--- src/design/iditok_pkg.sv ---
// package for the include directive tokenizer
// holds parse modes, result kinds, error codes, byte constants and the
// item descriptor passed from the parser to the result sequencer
`timescale 1ns / 1ps
`default_nettype none

package iditok_pkg;

	// field length limit and counter width
	localparam int MAX_FIELD_LEN = 256;
	localparam int FC_W          = $clog2(MAX_FIELD_LEN) + 1;

	// configuration register indexes
	localparam int CFG_IDX_W = 1;
	localparam logic [CFG_IDX_W-1:0] REG_START_PATTERN = 1'd0;
	localparam logic [CFG_IDX_W-1:0] REG_START_LENGTH  = 1'd1;

	// configuration reset values: "<!--#" and five bytes
	localparam logic [63:0] START_PATTERN_RST = 64'h0000_0023_2D2D_213C;
	localparam logic [3:0]  START_LENGTH_RST  = 4'd5;

	// byte constants
	localparam logic [7:0] CH_DASH   = 8'h2D;
	localparam logic [7:0] CH_GT     = 8'h3E;
	localparam logic [7:0] CH_EQ     = 8'h3D;
	localparam logic [7:0] CH_BSLASH = 8'h5C;
	localparam logic [7:0] CH_QUOTE  = 8'h22;
	localparam logic [7:0] CH_SPACE  = 8'h20;
	localparam logic [7:0] CH_TAB    = 8'h09;
	localparam logic [7:0] CH_CR     = 8'h0D;

	typedef enum logic [2:0] {
		M_TEXT,
		M_DSKIP,
		M_DNAME,
		M_TSKIP,
		M_TNAME,
		M_TQUOTE,
		M_TVALUE,
		M_HALT
	} mode_t;

	typedef enum logic [3:0] {
		K_TEXT   = 4'd0,
		K_DBYTE  = 4'd1,
		K_DDONE  = 4'd2,
		K_NBYTE  = 4'd3,
		K_VBYTE  = 4'd4,
		K_TDONE  = 4'd5,
		K_CLOSED = 4'd6,
		K_ERROR  = 4'd7,
		K_END    = 4'd8
	} kind_t;

	typedef enum logic [2:0] {
		E_NONE      = 3'd0,
		E_TAG_LONG  = 3'd1,
		E_NO_QUOTE  = 3'd2,
		E_EARLY_END = 3'd3,
		E_DIR_LONG  = 3'd4
	} err_t;

	// results of one item: replayed start bytes, optional premature-end
	// error, optional final result
	typedef struct packed {
		logic [2:0] rep_n;
		logic       pre_err;
		logic       tail_vld;
		kind_t      tail_kind;
		logic [7:0] tail_byte;
		err_t       tail_err;
	} desc_t;

	function automatic logic is_ws(input logic [7:0] c);
		return (c == CH_SPACE) || ((c >= CH_TAB) && (c <= CH_CR));
	endfunction

	function automatic logic [7:0] pat_byte(input logic [63:0] pat, input logic [2:0] idx);
		return pat[{idx, 3'd0} +: 8];
	endfunction

endpackage

`default_nettype wire

--- src/design/iditok_parse.sv ---
// parse state machine: mode, match, field, escape and dash state
// turns one registered item into a result descriptor; uses iditok_pkg
`timescale 1ns / 1ps
`default_nettype none

module iditok_parse (
	input  wire                  clk,
	input  wire                  arst_n,
	input  wire                  step_en,
	input  wire [7:0]            data_byte,
	input  wire                  end_of_input,
	input  wire [63:0]           start_pattern,
	input  wire [3:0]            start_length,
	output iditok_pkg::desc_t    desc
);

	localparam logic [iditok_pkg::FC_W-1:0] FC_MAX =
		iditok_pkg::FC_W'(iditok_pkg::MAX_FIELD_LEN);
	localparam logic [iditok_pkg::FC_W-1:0] FC_ONE = iditok_pkg::FC_W'(1);

	iditok_pkg::mode_t         mode_q, mode_d;
	logic [2:0]                mc_q, mc_d;
	logic [iditok_pkg::FC_W-1:0] fc_q, fc_d;
	logic                      esc_q, esc_d;
	logic [1:0]                dc_q, dc_d;

	logic [3:0]                len_eff;
	logic [2:0]                mc_eff;
	logic [3:0]                mc_inc;
	logic [iditok_pkg::FC_W-1:0] fc_inc;
	logic                      ws;

	// tag name byte handling, shared by tag skip and tag name
	logic                      tn_esc_in;
	logic [iditok_pkg::FC_W-1:0] tn_fc_in;
	logic [iditok_pkg::FC_W-1:0] tn_fc_d;
	logic                      tn_esc_d;
	iditok_pkg::mode_t         tn_mode_d;
	logic                      tn_emit;
	logic                      tn_fail;

	// effective start length and clamped match count
	always_comb begin
		if (start_length == 4'd0) begin
			len_eff = 4'd1;
		end else if (start_length > 4'd8) begin
			len_eff = 4'd8;
		end else begin
			len_eff = start_length;
		end
		mc_eff = ({1'b0, mc_q} >= len_eff) ? 3'(len_eff - 4'd1) : mc_q;
		mc_inc = {1'b0, mc_eff} + 4'd1;
		fc_inc = fc_q + FC_ONE;
		ws     = iditok_pkg::is_ws(data_byte);
	end

	// one tag name byte
	always_comb begin
		tn_esc_in = (mode_q == iditok_pkg::M_TNAME) ? esc_q : 1'b0;
		tn_fc_in  = (mode_q == iditok_pkg::M_TNAME) ? fc_q : '0;
		tn_fc_d   = tn_fc_in;
		tn_esc_d  = 1'b0;
		tn_mode_d = iditok_pkg::M_TNAME;
		tn_emit   = 1'b0;
		tn_fail   = 1'b0;
		if (tn_esc_in) begin
			tn_emit = 1'b1;
		end else begin
			tn_fc_d = tn_fc_in + FC_ONE;
			if (tn_fc_d >= FC_MAX) begin
				tn_fail = 1'b1;
			end else if (data_byte == iditok_pkg::CH_BSLASH) begin
				tn_esc_d = 1'b1;
			end else if (data_byte == iditok_pkg::CH_EQ) begin
				tn_mode_d = iditok_pkg::M_TQUOTE;
			end else begin
				tn_emit = 1'b1;
			end
		end
	end

	// next state and result descriptor
	always_comb begin
		mode_d = mode_q;
		mc_d   = mc_eff;
		fc_d   = fc_q;
		esc_d  = esc_q;
		dc_d   = dc_q;
		desc   = '0;
		if (end_of_input) begin
			if (mode_q == iditok_pkg::M_TEXT) begin
				desc.rep_n = mc_eff;
			end else if (mode_q != iditok_pkg::M_HALT) begin
				desc.pre_err = 1'b1;
			end
			desc.tail_vld  = 1'b1;
			desc.tail_kind = iditok_pkg::K_END;
			mode_d = iditok_pkg::M_TEXT;
			mc_d   = 3'd0;
			fc_d   = '0;
			esc_d  = 1'b0;
			dc_d   = 2'd0;
		end else begin
			unique case (mode_q)
				iditok_pkg::M_TEXT: begin
					if (data_byte == iditok_pkg::pat_byte(start_pattern, mc_eff)) begin
						if (mc_inc >= len_eff) begin
							mc_d   = 3'd0;
							mode_d = iditok_pkg::M_DSKIP;
						end else begin
							mc_d = mc_inc[2:0];
						end
					end else begin
						desc.rep_n = mc_eff;
						if (data_byte == iditok_pkg::pat_byte(start_pattern, 3'd0)) begin
							mc_d = 3'd1;
						end else begin
							desc.tail_vld  = 1'b1;
							desc.tail_kind = iditok_pkg::K_TEXT;
							desc.tail_byte = data_byte;
							mc_d = 3'd0;
						end
					end
				end
				iditok_pkg::M_DSKIP: begin
					if (!ws) begin
						fc_d   = FC_ONE;
						mode_d = iditok_pkg::M_DNAME;
						desc.tail_vld  = 1'b1;
						desc.tail_kind = iditok_pkg::K_DBYTE;
						desc.tail_byte = data_byte;
					end
				end
				iditok_pkg::M_DNAME: begin
					if (ws) begin
						desc.tail_vld  = 1'b1;
						desc.tail_kind = iditok_pkg::K_DDONE;
						mode_d = iditok_pkg::M_TSKIP;
						fc_d   = '0;
						dc_d   = 2'd0;
						esc_d  = 1'b0;
					end else begin
						fc_d = fc_inc;
						desc.tail_vld = 1'b1;
						if (fc_inc >= FC_MAX) begin
							desc.tail_kind = iditok_pkg::K_ERROR;
							desc.tail_err  = iditok_pkg::E_DIR_LONG;
							mode_d = iditok_pkg::M_HALT;
							esc_d  = 1'b0;
							dc_d   = 2'd0;
						end else begin
							desc.tail_kind = iditok_pkg::K_DBYTE;
							desc.tail_byte = data_byte;
						end
					end
				end
				iditok_pkg::M_TSKIP, iditok_pkg::M_TNAME: begin
					priority if (mode_q == iditok_pkg::M_TSKIP && dc_q == 2'd0 && ws) begin
						// whitespace before a tag
					end else if (mode_q == iditok_pkg::M_TSKIP && dc_q != 2'd2
							&& data_byte == iditok_pkg::CH_DASH) begin
						dc_d = dc_q + 2'd1;
					end else if (mode_q == iditok_pkg::M_TSKIP && dc_q == 2'd2
							&& data_byte == iditok_pkg::CH_GT) begin
						desc.tail_vld  = 1'b1;
						desc.tail_kind = iditok_pkg::K_CLOSED;
						mode_d = iditok_pkg::M_TEXT;
						mc_d   = 3'd0;
						dc_d   = 2'd0;
						fc_d   = '0;
					end else begin
						dc_d = 2'd0;
						fc_d = tn_fc_d;
						if (tn_fail) begin
							desc.tail_vld  = 1'b1;
							desc.tail_kind = iditok_pkg::K_ERROR;
							desc.tail_err  = iditok_pkg::E_TAG_LONG;
							mode_d = iditok_pkg::M_HALT;
							esc_d  = 1'b0;
						end else begin
							mode_d = tn_mode_d;
							esc_d  = tn_esc_d;
							if (tn_emit) begin
								desc.tail_vld  = 1'b1;
								desc.tail_kind = iditok_pkg::K_NBYTE;
								desc.tail_byte = data_byte;
							end
						end
					end
				end
				iditok_pkg::M_TQUOTE: begin
					if (data_byte == iditok_pkg::CH_QUOTE) begin
						mode_d = iditok_pkg::M_TVALUE;
					end else begin
						desc.tail_vld  = 1'b1;
						desc.tail_kind = iditok_pkg::K_ERROR;
						desc.tail_err  = iditok_pkg::E_NO_QUOTE;
						mode_d = iditok_pkg::M_HALT;
						esc_d  = 1'b0;
						dc_d   = 2'd0;
					end
				end
				iditok_pkg::M_TVALUE: begin
					if (esc_q) begin
						esc_d = 1'b0;
						desc.tail_vld  = 1'b1;
						desc.tail_kind = iditok_pkg::K_VBYTE;
						desc.tail_byte = data_byte;
					end else begin
						fc_d = fc_inc;
						if (fc_inc >= FC_MAX) begin
							desc.tail_vld  = 1'b1;
							desc.tail_kind = iditok_pkg::K_ERROR;
							desc.tail_err  = iditok_pkg::E_TAG_LONG;
							mode_d = iditok_pkg::M_HALT;
							esc_d  = 1'b0;
							dc_d   = 2'd0;
						end else if (data_byte == iditok_pkg::CH_BSLASH) begin
							esc_d = 1'b1;
						end else if (data_byte == iditok_pkg::CH_QUOTE) begin
							desc.tail_vld  = 1'b1;
							desc.tail_kind = iditok_pkg::K_TDONE;
							mode_d = iditok_pkg::M_TSKIP;
							fc_d   = '0;
							dc_d   = 2'd0;
						end else begin
							desc.tail_vld  = 1'b1;
							desc.tail_kind = iditok_pkg::K_VBYTE;
							desc.tail_byte = data_byte;
						end
					end
				end
				iditok_pkg::M_HALT: begin
					// bytes ignored until end of input
				end
				default: begin
					mode_d = iditok_pkg::M_HALT;
				end
			endcase
		end
	end

	// parse state registers
	always_ff @(posedge clk or negedge arst_n) begin
		if (!arst_n) begin
			mode_q <= iditok_pkg::M_TEXT;
			mc_q   <= 3'd0;
			fc_q   <= '0;
			esc_q  <= 1'b0;
			dc_q   <= 2'd0;
		end else if (step_en) begin
			mode_q <= mode_d;
			mc_q   <= mc_d;
			fc_q   <= fc_d;
			esc_q  <= esc_d;
			dc_q   <= dc_d;
		end
	end

endmodule

`default_nettype wire

--- src/design/iditok_emit.sv ---
// result register and sequencer: plays out one descriptor as result items
// replayed start bytes first, then premature-end error, then the final result
`timescale 1ns / 1ps
`default_nettype none

module iditok_emit (
	input  wire                  clk,
	input  wire                  arst_n,
	input  wire                  load,
	input  wire iditok_pkg::desc_t desc,
	input  wire [63:0]           start_pattern,
	output logic                 can_load,
	output logic                 out_valid,
	input  wire                  out_ready,
	output logic [3:0]           kind,
	output logic [7:0]           out_byte,
	output logic [2:0]           error_code,
	output logic                 last
);

	iditok_pkg::desc_t desc_q;
	logic              vld_q;
	logic [2:0]        idx_q;
	logic              pre_q;
	logic              in_replay;
	logic              pop;

	// select the current result
	always_comb begin
		in_replay = (idx_q != desc_q.rep_n);
		if (in_replay) begin
			kind       = iditok_pkg::K_TEXT;
			out_byte   = iditok_pkg::pat_byte(start_pattern, idx_q);
			error_code = iditok_pkg::E_NONE;
			last       = (3'(idx_q + 3'd1) == desc_q.rep_n) && !pre_q && !desc_q.tail_vld;
		end else if (pre_q) begin
			kind       = iditok_pkg::K_ERROR;
			out_byte   = 8'd0;
			error_code = iditok_pkg::E_EARLY_END;
			last       = !desc_q.tail_vld;
		end else begin
			kind       = desc_q.tail_kind;
			out_byte   = desc_q.tail_byte;
			error_code = desc_q.tail_err;
			last       = 1'b1;
		end
		out_valid = vld_q;
		pop       = vld_q && out_ready;
		can_load  = !vld_q || (out_ready && last);
	end

	// sequencer control
	always_ff @(posedge clk or negedge arst_n) begin
		if (!arst_n) begin
			vld_q <= 1'b0;
			idx_q <= 3'd0;
			pre_q <= 1'b0;
		end else if (load) begin
			vld_q <= 1'b1;
			idx_q <= 3'd0;
			pre_q <= desc.pre_err;
		end else if (pop) begin
			if (last) begin
				vld_q <= 1'b0;
			end else if (in_replay) begin
				idx_q <= idx_q + 3'd1;
			end else begin
				pre_q <= 1'b0;
			end
		end
	end

	// descriptor payload
	always_ff @(posedge clk) begin
		if (load) begin
			desc_q <= desc;
		end
	end

endmodule

`default_nettype wire

--- src/design/include_directive_tokenizer_top.sv ---
// top level of the include directive tokenizer
// holds configuration and the input register; uses iditok_pkg, iditok_parse,
// iditok_emit
//
// usage:
//   input channel (in_valid/in_ready) carries data_byte and end_of_input,
//   one document byte per item. output channel (out_valid/out_ready)
//   carries kind, out_byte, error_code and last; last marks the final
//   result of one item. an item may give no result at all.
//   configuration: cfg_we with cfg_index 0 writes start_pattern, index 1
//   writes start_length (low four bits of cfg_data); write only when idle.
// timing:
//   an accepted item is held in the input register and is parsed in a
//   single pass into the result register, which offers its results.
//   one item per cycle is sustained while each item gives at most one
//   result and the receiver takes every result; an item with n results
//   holds the result register until all n are taken (up to eight, set by
//   the start byte replay), and items without results pass the parser
//   even while results wait.
// reset:
//   arst_n clears to text mode with no partial match and restores the start
//   sequence "<!--#" with length five. a stalled receiver holds the current
//   result; the input register fills and in_ready drops until it drains.
`timescale 1ns / 1ps
`default_nettype none

module include_directive_tokenizer_top (
	input  wire                              clk,
	input  wire                              arst_n,
	input  wire                              cfg_we,
	input  wire [iditok_pkg::CFG_IDX_W-1:0]  cfg_index,
	input  wire [63:0]                       cfg_data,
	input  wire                              in_valid,
	output logic                             in_ready,
	input  wire [7:0]                        data_byte,
	input  wire                              end_of_input,
	output logic                             out_valid,
	input  wire                              out_ready,
	output logic [3:0]                       kind,
	output logic [7:0]                       out_byte,
	output logic [2:0]                       error_code,
	output logic                             last
);

	logic [63:0]       start_pattern_q;
	logic [3:0]        start_length_q;
	logic              item_vld_s1;
	logic [7:0]        data_s1;
	logic              eoi_s1;
	iditok_pkg::desc_t desc;
	logic              has_res;
	logic              can_load;
	logic              adv;

	// configuration registers
	always_ff @(posedge clk or negedge arst_n) begin
		if (!arst_n) begin
			start_pattern_q <= iditok_pkg::START_PATTERN_RST;
			start_length_q  <= iditok_pkg::START_LENGTH_RST;
		end else if (cfg_we) begin
			unique case (cfg_index)
				iditok_pkg::REG_START_PATTERN: start_pattern_q <= cfg_data;
				iditok_pkg::REG_START_LENGTH:  start_length_q  <= cfg_data[3:0];
				default: begin
				end
			endcase
		end
	end

	// handshake between input register and result register
	always_comb begin
		has_res  = (desc.rep_n != 3'd0) || desc.pre_err || desc.tail_vld;
		adv      = item_vld_s1 && (!has_res || can_load);
		in_ready = !item_vld_s1 || adv;
	end

	// input register
	always_ff @(posedge clk or negedge arst_n) begin
		if (!arst_n) begin
			item_vld_s1 <= 1'b0;
		end else if (in_ready) begin
			item_vld_s1 <= in_valid;
		end
	end

	always_ff @(posedge clk) begin
		if (in_ready && in_valid) begin
			data_s1 <= data_byte;
			eoi_s1  <= end_of_input;
		end
	end

	iditok_parse u_parse (
		.clk           (clk),
		.arst_n        (arst_n),
		.step_en       (adv),
		.data_byte     (data_s1),
		.end_of_input  (eoi_s1),
		.start_pattern (start_pattern_q),
		.start_length  (start_length_q),
		.desc          (desc)
	);

	iditok_emit u_emit (
		.clk           (clk),
		.arst_n        (arst_n),
		.load          (adv && has_res),
		.desc          (desc),
		.start_pattern (start_pattern_q),
		.can_load      (can_load),
		.out_valid     (out_valid),
		.out_ready     (out_ready),
		.kind          (kind),
		.out_byte      (out_byte),
		.error_code    (error_code),
		.last          (last)
	);

endmodule

`default_nettype wire

--- config.mk ---
export PLATFORM = sky130hd
export DESIGN_NAME = include_directive_tokenizer_top
export DESIGN_NICKNAME = d
export VERILOG_FILES = /design/src/design/iditok_pkg.sv /design/src/design/iditok_parse.sv /design/src/design/iditok_emit.sv /design/src/design/include_directive_tokenizer_top.sv
export SDC_FILE = /design/constraint.sdc
export NUM_CORES = 1
export LEC_CHECK = 0
export BUFFER_PORTS_ARGS = -buffer_cell sky130_fd_sc_hd__buf_2
export CORE_ASPECT_RATIO = 1.2
export CORE_MARGIN = 5
export CORE_UTILIZATION = 55
export CTS_BUF_LIST = sky130_fd_sc_hd__clkbuf_4
export CTS_CLUSTER_SIZE = 30
export DETAILED_ROUTE_END_ITERATION = 12
export PLACE_DENSITY = 0.77
export SLEW_MARGIN = 20
export SYNTH_ARGS = -nofsm -noshare
export SYNTH_HDL_FRONTEND = slang
export SYNTH_SLANG_ARGS = --single-unit
--- constraint.sdc ---
create_clock -name clk -period 10.4 [get_ports clk]
set_input_delay 1.56 -clock clk [delete_from_list [all_inputs] [get_ports clk]]
set_output_delay 1.56 -clock clk [all_outputs]
set_load 0.02 [all_outputs]
==> results of run 1 <==
## cell usage in the layout, fill, tap and decap left out, drive strengths merged, types with 16 or more instances in the layout
cell type and n:
xnor2 18, nor3 17, clkbuf 17, nand2 37
edfxtp 28, dfrtp 73, o21ai 30, mux4 20
mux2 75, nor2 80, a21boi 17, dfstp 19
and3 29, inv 24, a21oi 54, nand3 16
buf 101
## cell usage after synthesis, drive strengths merged, types with 14 or more instances
cell     n
mux2    75
nor3    17
nand3   16
edfxtp  28
nor4    14
nand2   37
a21oi   54
and3    29
mux4    20
dfstp   19
o21ai   30
buf     14
dfrtp   73
clkbuf  30
a21boi  17
a211oi  14
ha      14
inv     21
nor2    80
xnor2   18
## state kept, by name (all words and copies together), names as in the netlist
name	flops
data_s1	8
eoi_s1	1
start_length_q	4
u_emit.idx_q	3
u_emit.desc_q	19
u_parse.mc_q	3
u_parse.mode_q	3
u_parse.fc_q	9
item_vld_s1	1
u_emit.out_valid	1
u_parse.dc_q	2
u_parse.esc_q	1
start_pattern_q	64
u_emit.pre_q	1
## per-stage QoR
| step | setup slack [ps] | power, µW | utilization |
|---|---|---|---|
| after CTS | 3700 | 2560 | 0.615 |
| after global placement | 4530 | 2170 | 0.595 |
| final | 3650 | 2570 | 0.615 |
| after detailed placement | 4350 | 2210 | 0.595 |
| after floorplan | 5250 | 1860 | - |
| after global routing | 3250 | 2740 | 0.615 |
## power by group
group          total [µW]  switching [µW]  internal [µW]
Clock                 343             200            143
Sequential            776             158            618
Combinational        1450             861            590
## metal layers
layer | vias up | wire, µm | track usage
li1 | 3034 | - | -
met1 | 3197 | 8570 | 0.314
met2 | 285 | 11200 | 0.461
met3 | 52 | 1280 | 0.0510
met4 | 0 | 600 | 0.109
met5 | - | 0 | 0
## path summary, 6_finish.rpt
path | start | to | slack [ps]
max in group asynchronous | arst_n | start_pattern_q[28]$_DFFE_PN0P_ | 8340
hold reg to reg | u_parse.fc_q[3]$_DFFE_PN0P_ | u_parse.fc_q[3]$_DFFE_PN0P_ | 510
setup / recovery | start_length_q[2]$_DFFE_PN1P_ | in_ready | 3650
setup reg to reg | start_length_q[2]$_DFFE_PN1P_ | data_s1[7]$_DFFE_PP_ | 5230
hold / removal | u_parse.fc_q[3]$_DFFE_PN0P_ | u_parse.fc_q[3]$_DFFE_PN0P_ | 510
min in group asynchronous | arst_n | u_parse.mode_q[0]$_DFFE_PN0P_ | 950
## area by class of cell
class	count	area [µm²]	share of cell area
inverters	21	78.8	0.00900
multi-input cells	580	4490	0.513
clock buffers	17	128	0.0146
clock inverters	15	151	0.0173
well taps	175	219	0.0250
flip-flops and latches	120	3170	0.362
repair buffers	101	520	0.0594
diodes	1	2.50	0.000286
## logic make-up (layout without fill, tap and decap cells)
group	Yosys count	after routing
AO/OA/AOI/OAI	187	187
XOR/XNOR	22	22
adder cells (fa/ha/maj)	14	14
buffers and inverters	65	154
flip-flops	120	120
multiplexers	107	107
other	0	1
AND/OR/NAND/NOR	250	250
==> flow_summary.html, run 1 <==
<table>
<tr><th>Metric</th><th>Value</th></tr>
<tr><th colspan="2">Power and ir drop</th></tr>
<tr><td>Leakage power total</td><td>0.00363 µW</td></tr>
<tr><td>Power density over the cells</td><td>293 nW/µm²</td></tr>
<tr><td>Worst vdd ir</td><td>about 0.16 mV</td></tr>
<tr><th colspan="2">Place</th></tr>
<tr><td>Number of I/O port buffers</td><td>96</td></tr>
<tr><td>Post-detail-place hpwl</td><td>16200 µm</td></tr>
<tr><td>Inst Count DP</td><td>997</td></tr>
<tr><td>Final Wtd Congestion</td><td>0.933</td></tr>
<tr><td>Instance area after placement</td><td>roughly 8500 µm²</td></tr>
<tr><th colspan="2">Route</th></tr>
<tr><td>Aggregate routed wire length</td><td>21600 µm</td></tr>
<tr><td>Final routed wire length divided by cell count</td><td>21.0 µm</td></tr>
<tr><td>Post-route ant nets</td><td>0</td></tr>
<tr><td>DR pass1 iterations</td><td>6</td></tr>
<tr><td>Iter 0 DRT Violations</td><td>between 700 and 800</td></tr>
<tr><td>Via count normalized by instance count</td><td>6.38</td></tr>
<tr><td># DRC</td><td>0</td></tr>
<tr><td>Via count</td><td>6568</td></tr>
<tr><th colspan="2">Yosys</th></tr>
<tr><td>Portion of netlist area occupied by mux cells</td><td>0.180</td></tr>
<tr><td>Flip-flop cell with the highest count after synthesis</td><td>dfrtp_1</td></tr>
<tr><td>Post-synthesis cell count</td><td>around 770</td></tr>
<tr><td>Cell types with the largest area share after synthesis</td><td>dfrtp_1, edfxtp_1, mux2_2</td></tr>
<tr><td>Basic-gate share of the synthesized area counting and, or, nand and nor cells</td><td>0.170</td></tr>
<tr><td>Count of state elements after synthesis</td><td>120</td></tr>
<tr><td>Synthesis Warnings</td><td>0</td></tr>
<tr><td>Summed instance area of the synthesized netlist</td><td>between 7000 and 8000 µm²</td></tr>
<tr><td>Synthesized netlist net count</td><td>858</td></tr>
<tr><td>Post-synthesis compound-gate area fraction</td><td>0.169</td></tr>
<tr><td>EDFF count, synth</td><td>28</td></tr>
<tr><td>Share of the yosys chip area belonging to registers</td><td>0.400</td></tr>
<tr><td>Dominant combinational cell family by area after synthesis</td><td>multiplexers</td></tr>
<tr><td>Adder-cell share of the synthesized area</td><td>0.0221</td></tr>
<tr><td>Number of distinct standard cells referenced by the synthesized netlist</td><td>82</td></tr>
<tr><td>Xor/xnor cell area share of the yosys netlist</td><td>0.0243</td></tr>
<tr><td>Synth area leader</td><td>dfrtp_1</td></tr>
<tr><td>Share of flip-flops with an asynchronous set or reset</td><td>0.767</td></tr>
<tr><td>Syn avg cell area</td><td>around 10 µm²</td></tr>
<tr><td>Fraction of post-synthesis cell area in the top cell type by area</td><td>0.231</td></tr>
<tr><th colspan="2">STA</th></tr>
<tr><td>Post-Route Setup TNS</td><td>0 ps</td></tr>
<tr><td>Hold WS</td><td>about 510 ps</td></tr>
<tr><td>Number of hold violations in the final report</td><td>0</td></tr>
<tr><td>Slew margin rel.</td><td>0.321</td></tr>
<tr><td>Layout Skew</td><td>24.6 ps</td></tr>
<tr><td>Slew Viols, Final</td><td>0</td></tr>
<tr><td>Fraction of the cycle the final worst path needs</td><td>0.649</td></tr>
<tr><td>Highest achievable clock rate</td><td>148 MHz</td></tr>
<tr><td>Setup repair after global routing missed its margin</td><td>false</td></tr>
<tr><td>Count of endpoints failing setup in the final report</td><td>0</td></tr>
<tr><td>Least-Margin Pin Slew</td><td>around 1000 ps</td></tr>
<tr><td>Fin crit period</td><td>approximately 6700 ps</td></tr>
<tr><th colspan="2">Cells and area</th></tr>
<tr><td>Proportion of layout cells with a drive suffix above 1</td><td>0.324</td></tr>
<tr><td>Final-stage net count</td><td>a little over 900</td></tr>
<tr><td>Layout Area Growth over Synthesis</td><td>10.6%</td></tr>
<tr><td>Final cell count without fillers</td><td>1030</td></tr>
<tr><td>Count of filler cells inserted in the layout</td><td>1167</td></tr>
<tr><td>Design Area, Final</td><td>8760 µm²</td></tr>
<tr><th colspan="2">Global routing</th></tr>
<tr><td>Pin count of the biggest net entering global routing</td><td>65</td></tr>
<tr><td>Overall track demand over capacity in global routing</td><td>0.262</td></tr>
<tr><td>Antenna violations before repair</td><td>1</td></tr>
<tr><td>Global-route wire length before repair</td><td>35000 µm</td></tr>
<tr><td>Via count of the first global-routing pass</td><td>6859</td></tr>
<tr><td>Total grt overflow</td><td>0</td></tr>
<tr><th colspan="2">Clock network</th></tr>
<tr><td>Number of buffers created by CTS</td><td>17</td></tr>
<tr><td>Buffer type at the clock tree root</td><td>clkbuf_4</td></tr>
<tr><td>Clock-pin transition on the worst setup and hold timing paths</td><td>110 ps</td></tr>
<tr><td>Number of buffers inserted for hold repair after clock tree synthesis</td><td>0</td></tr>
<tr><td>Number of sinks on the clock net</td><td>120</td></tr>
<tr><td>Latest clock arrival within the worst-skew pair</td><td>550 ps</td></tr>
<tr><td>H-Tree Level Count</td><td>4</td></tr>
<tr><td>CTS Buffer Depth</td><td>2</td></tr>
<tr><td>Post-CTS resize count</td><td>0</td></tr>
<tr><td>Setup Buffers After CTS</td><td>0</td></tr>
<tr><td>Clock tree from TritonCTS</td><td>done</td></tr>
<tr><th colspan="2">Floorplanning</th></tr>
<tr><td>Floorplan die width</td><td>120 µm</td></tr>
<tr><td>Chip height</td><td>between 100 and 150 µm</td></tr>
<tr><td>Number of primary I/O pins</td><td>97</td></tr>
<tr><td>Placeable core region</td><td>14200 µm²</td></tr>
<tr><td>Number of placement rows</td><td>48</td></tr>
<tr><td>Initial cell density of the core</td><td>0.556</td></tr>
<tr><td>Die Footprint</td><td>16900 µm²</td></tr>
<tr><th colspan="2">Worst setup path</th></tr>
<tr><td>Crit. path cell count</td><td>16</td></tr>
<tr><td>Critical path arrival</td><td>5190 ps</td></tr>
<tr><td>Endpoint class of the critical path</td><td>primary output</td></tr>
<tr><td>Required time worst endpoint</td><td>8840 ps</td></tr>
<tr><td>Reg2Reg Depth</td><td>16</td></tr>
<tr><td>Longest individual stage delay on the worst path</td><td>about 730 ps</td></tr>
<tr><td>Cells along the critical path</td><td>o21bai_1 -&gt; and2_4 -&gt; ha_1 -&gt; nand2b_4 -&gt; a211oi_4 -&gt; o21ai_4 -&gt; nand2_2 -&gt; inv_1 -&gt; a221oi_1 -&gt; o31a_1 -&gt; nor4_2 -&gt; nand4_4 -&gt; o211ai_4 -&gt; a21o_1 -&gt; or2_2 -&gt; buf_2</td></tr>
<tr><td>Critical path start-end classification</td><td>flip-flop to primary output</td></tr>
<tr><td>Worst path slowest cell</td><td>o21ai_4</td></tr>
<tr><td>Critical Path Source Type</td><td>flip-flop</td></tr>
<tr><td>Critical-path maximum fanout</td><td>44</td></tr>
<tr><td>Number of buffers and inverters on the critical path</td><td>2</td></tr>
<tr><td>Largest delay share family, worst path</td><td>compound AO/OA/AOI/OAI gates</td></tr>
<tr><th colspan="2">Outcome</th></tr>
<tr><td>Status</td><td>finished, final reports clean</td></tr>
<tr><th colspan="2">Worst hold path</th></tr>
<tr><td>Number of cells on the worst hold path</td><td>1</td></tr>
<tr><td>Path type of the worst min-delay path</td><td>flip-flop to flip-flop</td></tr>
<tr><th colspan="2">Flow run</th></tr>
<tr><td>Max-capacitance violation count</td><td>0</td></tr>
</table>
Note: power is estimated with default switching activity, not from simulation.
==> inputs of run 2 (changes only) <==
==> constraint.sdc (replaced) <==
create_clock -name clk -period 6.3 [get_ports clk]
set_input_delay 0.945 -clock clk [delete_from_list [all_inputs] [get_ports clk]]
set_output_delay 0.945 -clock clk [all_outputs]
set_load 0.02 [all_outputs]
==> run 2 against run 1 <==
Effect of this change:
- core utilization rose by 0.64 points
- clock skew rose by 1.1 ps
- combinational power grew 71%
- critical endpoint unchanged
==> flow_summary.html, run 2 (synthesis results as in run 1) <==
<table>
<tr><th>Metric</th><th>Value</th></tr>
<tr><th colspan="2">Worst setup path</th></tr>
<tr><td>Capture point of the critical path</td><td>in_ready</td></tr>
<tr><td>Required time worst endpoint</td><td>5350 ps</td></tr>
<tr><td>Longest individual stage delay on the worst path</td><td>590 ps</td></tr>
<tr><td>Reg2Reg Depth</td><td>16</td></tr>
<tr><td>Critical Path Source Type</td><td>flip-flop</td></tr>
<tr><td>Endpoint class of the critical path</td><td>primary output</td></tr>
<tr><td>Cells along the critical path</td><td>o21bai_1 -&gt; and2_4 -&gt; ha_1 -&gt; nand2b_4 -&gt; a211o_2 -&gt; nand2_4 -&gt; nand2_2 -&gt; inv_1 -&gt; a221oi_1 -&gt; o31a_1 -&gt; nor4_2 -&gt; nand4_4 -&gt; o211ai_4 -&gt; a21o_1 -&gt; or2_2 -&gt; buf_2</td></tr>
<tr><td>Crit. path cell count</td><td>16</td></tr>
<tr><td>Critical path arrival</td><td>5050 ps</td></tr>
<tr><td>Worst reg2reg path endpoint</td><td>data_s1[7]$_DFFE_PP_</td></tr>
<tr><td>Critical-path maximum fanout</td><td>44</td></tr>
<tr><td>Beginning of the worst register-to-register path</td><td>start_length_q[0]$_DFFE_PN1P_</td></tr>
<tr><td>Flop-to-flop setup slack</td><td>1290 ps</td></tr>
<tr><td>Worst setup path startpoint</td><td>start_length_q[0]$_DFFE_PN1P_</td></tr>
<tr><td>Number of buffers and inverters on the critical path</td><td>2</td></tr>
<tr><td>Critical path start-end classification</td><td>flip-flop to primary output</td></tr>
<tr><td>Largest delay share family, worst path</td><td>simple AND/OR/NAND/NOR gates</td></tr>
<tr><td>Worst path slowest cell</td><td>dfstp_2</td></tr>
<tr><th colspan="2">Floorplanning</th></tr>
<tr><td>Placeable core region</td><td>~14000 µm²</td></tr>
<tr><td>Initial cell density of the core</td><td>0.556</td></tr>
<tr><td>Die Footprint</td><td>~17000 µm²</td></tr>
<tr><td>Floorplan die width</td><td>120 µm</td></tr>
<tr><td>Number of primary I/O pins</td><td>97</td></tr>
<tr><td>Number of placement rows</td><td>48</td></tr>
<tr><td>Chip height</td><td>141 µm</td></tr>
<tr><th colspan="2">Place</th></tr>
<tr><td>DP Worst Slack</td><td>907 ps</td></tr>
<tr><td>Post-detail-place hpwl</td><td>16300 µm</td></tr>
<tr><td>Instance area after placement</td><td>around 8500 µm²</td></tr>
<tr><td>Number of I/O port buffers</td><td>96</td></tr>
<tr><td>Final Wtd Congestion</td><td>0.942</td></tr>
<tr><th colspan="2">Route</th></tr>
<tr><td>Aggregate routed wire length</td><td>22000 µm</td></tr>
<tr><td>Via count normalized by instance count</td><td>6.50</td></tr>
<tr><td># DRC</td><td>0</td></tr>
<tr><td>Via count</td><td>between 6k and 7k</td></tr>
<tr><td>DR pass1 iterations</td><td>6</td></tr>
<tr><td>Post-route ant nets</td><td>0</td></tr>
<tr><td>Final routed wire length divided by cell count</td><td>21.3 µm</td></tr>
<tr><td>Iter 0 DRT Violations</td><td>between 700 and 800</td></tr>
<tr><th colspan="2">Cells and area</th></tr>
<tr><td>Top library cells by usage in the layout, fill and taps aside</td><td>buf_2, nor2_1, dfrtp_1</td></tr>
<tr><td>Proportion of layout cells with a drive suffix above 1</td><td>0.329</td></tr>
<tr><td>Layout Area Growth over Synthesis</td><td>11.7%</td></tr>
<tr><td>Largest registers</td><td>start_pattern_q x64, u_emit.desc_q x19, u_parse.fc_q x9</td></tr>
<tr><td>Commonest non-fill, non-tap cell in the layout</td><td>buf_2</td></tr>
<tr><td>Design Area, Final</td><td>8850 µm²</td></tr>
<tr><td>Max reg flops</td><td>64</td></tr>
<tr><td>Final core utilization</td><td>0.622</td></tr>
<tr><td>Final-stage net count</td><td>about 940</td></tr>
<tr><td>Most flops, register</td><td>start_pattern_q</td></tr>
<tr><th colspan="2">STA</th></tr>
<tr><td>Slack of the critical path</td><td>302 ps</td></tr>
<tr><td>Slew Viols, Final</td><td>0</td></tr>
<tr><td>Highest achievable clock rate</td><td>167 MHz</td></tr>
<tr><td>Fraction of the cycle the final worst path needs</td><td>0.952</td></tr>
<tr><td>Post-Route Setup TNS</td><td>0 ps</td></tr>
<tr><td>Fin crit period</td><td>~6000 ps</td></tr>
<tr><td>Slew margin rel.</td><td>0.343</td></tr>
<tr><td>Count of endpoints failing setup in the final report</td><td>0</td></tr>
<tr><td>Setup repair after global routing missed its margin</td><td>false</td></tr>
<tr><td>Least-Margin Pin Slew</td><td>983 ps</td></tr>
<tr><td>Number of hold violations in the final report</td><td>0</td></tr>
<tr><td>Layout Skew</td><td>25.8 ps</td></tr>
<tr><th colspan="2">Power and ir drop</th></tr>
<tr><td>Worst vdd ir</td><td>0.345 mV</td></tr>
<tr><td>Leakage power total</td><td>0.00368 µW</td></tr>
<tr><td>Power density over the cells</td><td>497 nW/µm²</td></tr>
<tr><th colspan="2">Global routing</th></tr>
<tr><td>Via count of the first global-routing pass</td><td>6871</td></tr>
<tr><td>Antenna violations before repair</td><td>1</td></tr>
<tr><td>Pin count of the biggest net entering global routing</td><td>65</td></tr>
<tr><td>Global-route wire length before repair</td><td>approximately 35000 µm</td></tr>
<tr><td>Total grt overflow</td><td>0</td></tr>
<tr><td>Overall track demand over capacity in global routing</td><td>0.265</td></tr>
<tr><th colspan="2">Clock network</th></tr>
<tr><td>Post-CTS resize count</td><td>0</td></tr>
<tr><td>CTS Buffer Depth</td><td>2</td></tr>
<tr><td>Buffer type at the clock tree root</td><td>clkbuf_4</td></tr>
<tr><td>Clock tree from TritonCTS</td><td>done</td></tr>
<tr><td>H-Tree Level Count</td><td>4</td></tr>
<tr><td>Number of buffers created by CTS</td><td>17</td></tr>
<tr><td>Number of buffers inserted for hold repair after clock tree synthesis</td><td>0</td></tr>
<tr><td>Number of sinks on the clock net</td><td>120</td></tr>
<tr><td>Latest clock arrival within the worst-skew pair</td><td>between 500 and 600 ps</td></tr>
<tr><td>Clock-pin transition on the worst setup and hold timing paths</td><td>110 ps</td></tr>
<tr><th colspan="2">Worst hold path</th></tr>
<tr><td>Path type of the worst min-delay path</td><td>input port to asynchronous set/reset pin</td></tr>
<tr><th colspan="2">Outcome</th></tr>
<tr><td>Status</td><td>finished, final reports clean</td></tr>
<tr><th colspan="2">Flow run</th></tr>
<tr><td>Max-capacitance violation count</td><td>0</td></tr>
</table>
run 2: routing by layer:
| layer | up-vias | GRT usage | part of all wire |
|---|---|---|---|
| met5 | - | 0 | 0 |
| met4 | 0 | 0.134 | 0.041 |
| met3 | 71 | 0.0423 | 0.058 |
| met2 | 302 | 0.455 | 0.51 |
| met1 | 3300 | 0.323 | 0.39 |
| li1 | 3051 | - | - |
run 2: what timing repair did:
| action | CTS | global route |
|---|---|---|
| buffers inserted | 0 | 1 |
| setup endpoints to repair | 0 | 1 |
| hold endpoints to repair | 0 | 0 |
run 2: cell type report:
| class | count | area, µm² |
|---|---|---|
| flip-flops and latches | 120 | 3170 |
| inverters | 21 | 78.8 |
| clock inverters | 14 | 196 |
| well taps | 175 | 219 |
| clock buffers | 18 | 135 |
| diodes | 1 | 2.50 |
| multi-input cells | 581 | 4490 |
| fillers | 1174 | 5390 |
| repair buffers | 104 | 556 |
run 2: power by group:
part / internal, µW / switching [µW]
sequential: 1020 / 247
combinational: 1010 / 1470
clock: 323 / 332
total: 2350 / 2050
run 2: worst min path at each step:
stage	end	slack, ps	cells past startpoint	startpoint
after detailed placement	u_parse.fc_q[3]$_DFFE_PN0P_	480	1	u_parse.fc_q[3]$_DFFE_PN0P_
after CTS	u_parse.mode_q[0]$_DFFE_PN0P_	330	1	arst_n
after global routing	u_parse.mode_q[0]$_DFFE_PN0P_	350	1	arst_n
after global placement	u_parse.fc_q[3]$_DFFE_PN0P_	470	1	u_parse.fc_q[3]$_DFFE_PN0P_
final	u_parse.fc_q[6]$_DFFE_PN0P_	320	1	arst_n
after floorplan	u_parse.fc_q[3]$_DFFE_PN0P_	460	1	u_parse.fc_q[3]$_DFFE_PN0P_
run 2: per-stage QoR:
step / hold slack [ps] / power [µW] / cells
global placement: 469 / 3600 / 999
CTS: 329 / 4330 / 1031
floorplan: 456 / 3070 / 765
global route: 351 / 4660 / 1034
detailed placement: 482 / 3660 / 999
finish: 324 / 4400 / 1034
